## config.mk

```make
export PLATFORM = sky130hd
export DESIGN_NAME = hsd_bit_shifter
export DESIGN_NICKNAME = d
export VERILOG_FILES = /design/src/sv/hsd_pkg.sv /design/src/sv/hsd_bit_shifter.sv
export SDC_FILE = /design/constraint.sdc
export NUM_CORES = 1
export LEC_CHECK = 0
export BUFFER_PORTS_ARGS = -buffer_cell sky130_fd_sc_hd__buf_2
export CAP_MARGIN = 10
export CORE_AREA = 2 2 39 41
export DETAILED_ROUTE_END_ITERATION = 6
export DIE_AREA = 0 0 41 43
export MAX_ROUTING_LAYER = met4
export PLACE_DENSITY_LB_ADDON = 0.08
export SETUP_SLACK_MARGIN = 0.5
export SYNTH_ARGS = -nofsm -noshare
export SYNTH_HDL_FRONTEND = slang
export SYNTH_SLANG_ARGS = --single-unit
```

## constraint.sdc

```tcl
create_clock -name clk -period 0.96 [get_ports clk]
set_input_delay 0.048 -clock clk [delete_from_list [all_inputs] [get_ports clk]]
set_output_delay 0.048 -clock clk [all_outputs]
set_load 0.01 [all_outputs]
```

## src/sv/hsd_pkg.sv

```systemverilog
`timescale 1ns / 1ps
// ----------------------------------------------------------------------------
// hsd_pkg
// shared types and constants of the huffman stream decoder
// ----------------------------------------------------------------------------
package hsd_pkg;

  localparam int BYTE_BITS = 8;
  localparam int SYM_BITS  = 8;
  localparam int CNT_BITS  = $clog2(BYTE_BITS);

  // one result transaction
  typedef struct packed {
    logic [SYM_BITS-1:0] sym;
    logic                eos;
    logic                err;
  } res_t;

  // status of the serial bit shifter
  typedef struct packed {
    logic bit_val;
    logic last;
  } shift_status_t;

endpackage

```

## src/sv/hsd_bit_shifter.sv

```systemverilog
`timescale 1ns / 1ps
// ----------------------------------------------------------------------------
// hsd_bit_shifter
// holds the current byte and hands out its bits msb first
// ----------------------------------------------------------------------------
module hsd_bit_shifter (
  input  logic                            clk,
  input  logic                            rst_n,
  input  logic                            load,
  input  logic                            adv,
  input  logic [hsd_pkg::BYTE_BITS-1:0]   byte_in,
  output hsd_pkg::shift_status_t          status
);

  logic [hsd_pkg::BYTE_BITS-1:0] sh_r;
  logic [hsd_pkg::CNT_BITS-1:0]  cnt_r;

  always_ff @(posedge clk) begin
    if (!rst_n) begin
      cnt_r <= '0;
    end else if (load) begin
      cnt_r <= '0;
    end else if (adv) begin
      cnt_r <= cnt_r + 1'b1;
    end
    if (load) begin
      sh_r <= byte_in;
    end else if (adv) begin
      sh_r <= {sh_r[hsd_pkg::BYTE_BITS-2:0], 1'b0};
    end
  end

  assign status.bit_val = sh_r[hsd_pkg::BYTE_BITS-1];
  assign status.last    = (cnt_r == hsd_pkg::CNT_BITS'(hsd_pkg::BYTE_BITS - 1));

endmodule

```

; ---- Word level (Yosys, flattened, before mapping)
; Cells that the tools add are included.
[op_classes]
addsub = 1
eq_ne = 1
n_mux = 2
bitwise_logic = 1
n_reduce_logical = 2
[ops]
columns = operator, n
row1 = two-way mux 8 bit, 2
row2 = "adder 3 x 1 -> 3 bit, second input constant", 1
row3 = "== test 3 bit, second input constant", 1
row4 = nonzero test 2 bit, 1
row5 = OR reduction 2 bit, 1
row6 = NOT 1 bit, 1
[word_totals]
regBits = 11
input_bits = 12
output_inout_bits = 2
elab_cells = 9

; ---- Depth between registers and ports, before layout
[logic_depth]
ltp_word = 2
mapped_depth = 4
depth_no_buf = 4

; ---- Least setup slack after synthesis
; No wires, ideal clock.
[synth_timing]
kind = reg-to-reg
start = register cnt_r[0] in the netlist's numbering
end = register cnt_r[2] in the netlist's numbering
setup_time_ns = 0.114
t_arrival_ns = 0.906
t_required_ns = 0.846
slack_ns = -0.061
path_stages_with_launch = 5
path_buffers = 0
synth_period_minus_slack_ns = 1.021
cell_sequence = dfxtp_1 -> ha_1 -> ha_1 -> mux2i_1 -> nor2_1
[synth_between]
elab_chain_len = 1
[synth_rtl]
columns = element, line
row1 = start: declaration, hsd_bit_shifter.sv:16  ; logic [hsd_pkg::CNT_BITS-1:0] cnt_r;
row2 = start signal: assignment, hsd_bit_shifter.sv:24  ; cnt_r <= cnt_r + 1'b1;
row3 = adder 3 x 1 -> 3 bit, hsd_bit_shifter.sv:24
; No other way between the ends.
; A chain may end at the register's enable or synchronous reset.

==> impl_metrics.csv <==
group,metric,value,unit
cells_and_area,antenna_cells,0,
clock_tree,cts_root_buf,"clkbuf_4",
cells_and_area,final_layout_size_suffix_gt1_share,70.2,%
clock_tree,cts.htree.levels,1,
run,maxCapViolCount,0,
critical_path,r2r_start,"cnt_r[0]",
grt,grt_first_pass_wirelength,1280,um
floorplan,dieWidth,41,um
power_and_ir_drop,p_comb_share,13.6,%
critical_path,start_kind,"flip-flop",
critical_path,worstSetupPathType,"reg2out",
clock_tree,clkTransAtPathRegs,0.07,ns
clock_tree,hold_buffers,0,
timing,setup_slack,-0.103,ns
drt,wl_per_cell,13.0,um
timing,worst_pin_slew,0.157,ns
drt,dr.pass1.iters,2,
cells_and_area,multi_input_area,238,um^2
grt,grt_pass1_vias,303,
grt,grt_util_met1,12.9,%
drt,totalWireLength,817,um
drt,first_iter_violations,2,
synth,ys_types,12,
critical_path,critPathArrivalTime,1.02,ns
drt,routed-via-count,285,
timing,fin_skew,0.00389,ns
floorplan,start_util,37.3,%
grt,gr-usage-met2,17.5,%
grt,grt.met3_usage,3.14,%
clock_tree,cts_tree,"built",
power_and_ir_drop,p_leak,0.295,nW
drt,ant_nets,0,
min_path,min_delay_worst_endpoint,"cnt_r[0]",
synth,synth_area,517,um^2
critical_path,cp_max_fo,2,
drt,drt-vias-per-instance,4.52,
cells_and_area,fin_nets,62,
placement,placed_area,614,um^2
timing,setup_viol,2,
placement,pre_cts_ws,-0.0525,ns
min_path,hold_class,"in2reg",
status,status,"complete, but fails checks",
cells_and_area,final_cell_mix,"10 x buf_2, 8 x edfxtp_1, 7 x mux2_4",
critical_path,end_kind,"output pin",
power_and_ir_drop,power_switching,0.210,mW
placement,hpwl,549,um
cells_and_area,final_cells,63,
clock_tree,cts_buffers,3,
cells_and_area,fin_area,682,um^2
clock_tree,clock-sinks,11,
power_and_ir_drop,ir_drop,815,uV
synth,synth_warnings,0,
timing,fmax,941,MHz
min_path,whs_path_depth,3,
placement,io_buffers,13,
floorplan,num_rows,14,
timing,rsz0062_at_grt,"true",
synth,syn-num-nets,45,
floorplan,fp.dieArea,0.00176,mm^2
power_and_ir_drop,p_int,0.809,mW
critical_path,required,0.91,ns
power_and_ir_drop,switching_share,20.6,%
floorplan,die_y,43,um
synth,synth-seq-cells,11,
grt,antenna_found_initial,0,
grt,grt-ovfl-total,0,
status,violations,"setup timing",
power_and_ir_drop,powerDensity,1490,mW/mm^2
timing,slew_headroom,89.4,%
placement,gp_congestion,0.532,
cells_and_area,fin_util,49.3,%
grt,grt_max_degree,11,
timing,final_hold_viol_count,0,
cells_and_area,layout_commonest_cell,"buf_2",
clock_tree,clk_latency,0.26,ns
critical_path,rr_worst_depth,4,
cells_and_area,seqCellArea,303,um^2
power_and_ir_drop,power_frac_clock,30.5,%
timing,finalMaxSlewViolations,0,
cells_and_area,syn_to_final_growth,32.0,%
synth,syn_inst,31,
timing,min_period,1.06,ns
timing,final.period_utilization,111,%
grt,grt_busiest_layer,"met2",
synth,avgSynthCellArea,16.7,um^2
timing,timing.hold.ws,0.0355,ns
cells_and_area,fillers,133,
grt,grtUsageTotal,11.4,%
critical_path,r2r_setup_slack,-0.06,ns
floorplan,ios,14,
floorplan,core_area,0.00138,mm^2
drt,drc_errors,0,
clock_tree,clockBufferDepth,2,
placement,place_inst,58,
min_path,min_from,"rst_n",
critical_path,worstReg2RegEnd,"cnt_r[2]",
synth,yosysSeqAreaShare,58.1,%
power_and_ir_drop,p_seq_share,56.0,%
## layer usage
| layer | part of all wire, % | vias to the layer above |
|---|---|---|
| met3 | 6.6 | 0 |
| li1 | - | 143 |
| met4 | 0 | 0 |
| met2 | 53 | 10 |
| met1 | 41 | 132 |
| met5 | 0 | - |
## per-stage QoR
step	TNS (ns)	power [mW]
final	-0.162	1.02
after global routing	-0.227	1.07
after CTS	-0.158	1.03
after detailed placement	-0.0525	0.703
after global placement	0	0.697
after floorplan	0	0.674
## area by class of cell
class | instances | share of cell area (%)
clock buffer | 4 | 3.85
timing repair buffer | 14 | 13.9
sequential | 11 | 44.4
tap | 16 | 2.94
multi-input combinational | 18 | 34.9
## timing repair
item                       4_1_cts  5_1_grt
resized for setup                5        4
setup endpoints to repair       20       12
pin swaps                        4        2
buffers inserted                 1        0
## worst max path at each step
stage / start / end / slack (ns) / cells past startpoint
after detailed placement: cnt_r[1] / cnt_r[2] / -0.05 / 4
after global routing: cnt_r[0] / status[0] / -0.14 / 3
final: cnt_r[0] / status[0] / -0.10 / 3
after floorplan: cnt_r[0] / cnt_r[2] / 0.02 / 4
after global placement: cnt_r[0] / cnt_r[2] / 0.01 / 4
after CTS: cnt_r[1] / status[0] / -0.12 / 3
## flip-flops by register name (all words and copies together), names as in the netlist
| name | count |
|---|---|
| cnt_r | 3 |
| sh_r | 8 |
## synthesized netlist by cell type
cell type / count / area share (%)
or2_2: 1 / 1.2
dfxtp_1: 3 / 12
nand2b_4: 1 / 2.7
mux2i_1: 2 / 3.9
xnor2_1: 1 / 1.7
mux2_4: 7 / 20
buf_4: 1 / 1.5
nor2_1: 3 / 2.2
edfxtp_1: 8 / 46
and2_2: 1 / 1.5
buf_6: 1 / 2.2
ha_1: 2 / 4.8
## worst max-delay path, cell delays in order, from the launching register on
cell     delay, ns
dfxtp_2       0.34
ha_4          0.16
ha_4          0.14
buf_6         0.11
## cell families after synthesis
family,count (synthesis),share of synthesized area [%]
AND/OR/NAND/NOR,6,7.51
adder cells (fa/ha/maj),2,4.84
XOR/XNOR,1,1.70
flip-flops,11,58.1
buffers and inverters,2,3.63
multiplexers,9,24.2
## power groups by stage
stage | Sequential (mW) | Clock (mW) | Combinational [mW]
6_report | 0.570 | 0.310 | 0.138
2_1_floorplan | 0.576 | 0 | 0.0975
3_5_place_dp | 0.581 | 0 | 0.122
3_3_place_gp | 0.579 | 0 | 0.118
4_1_cts | 0.571 | 0.322 | 0.137
5_1_grt | 0.574 | 0.348 | 0.148
Power figures use the tool's default switching activity.
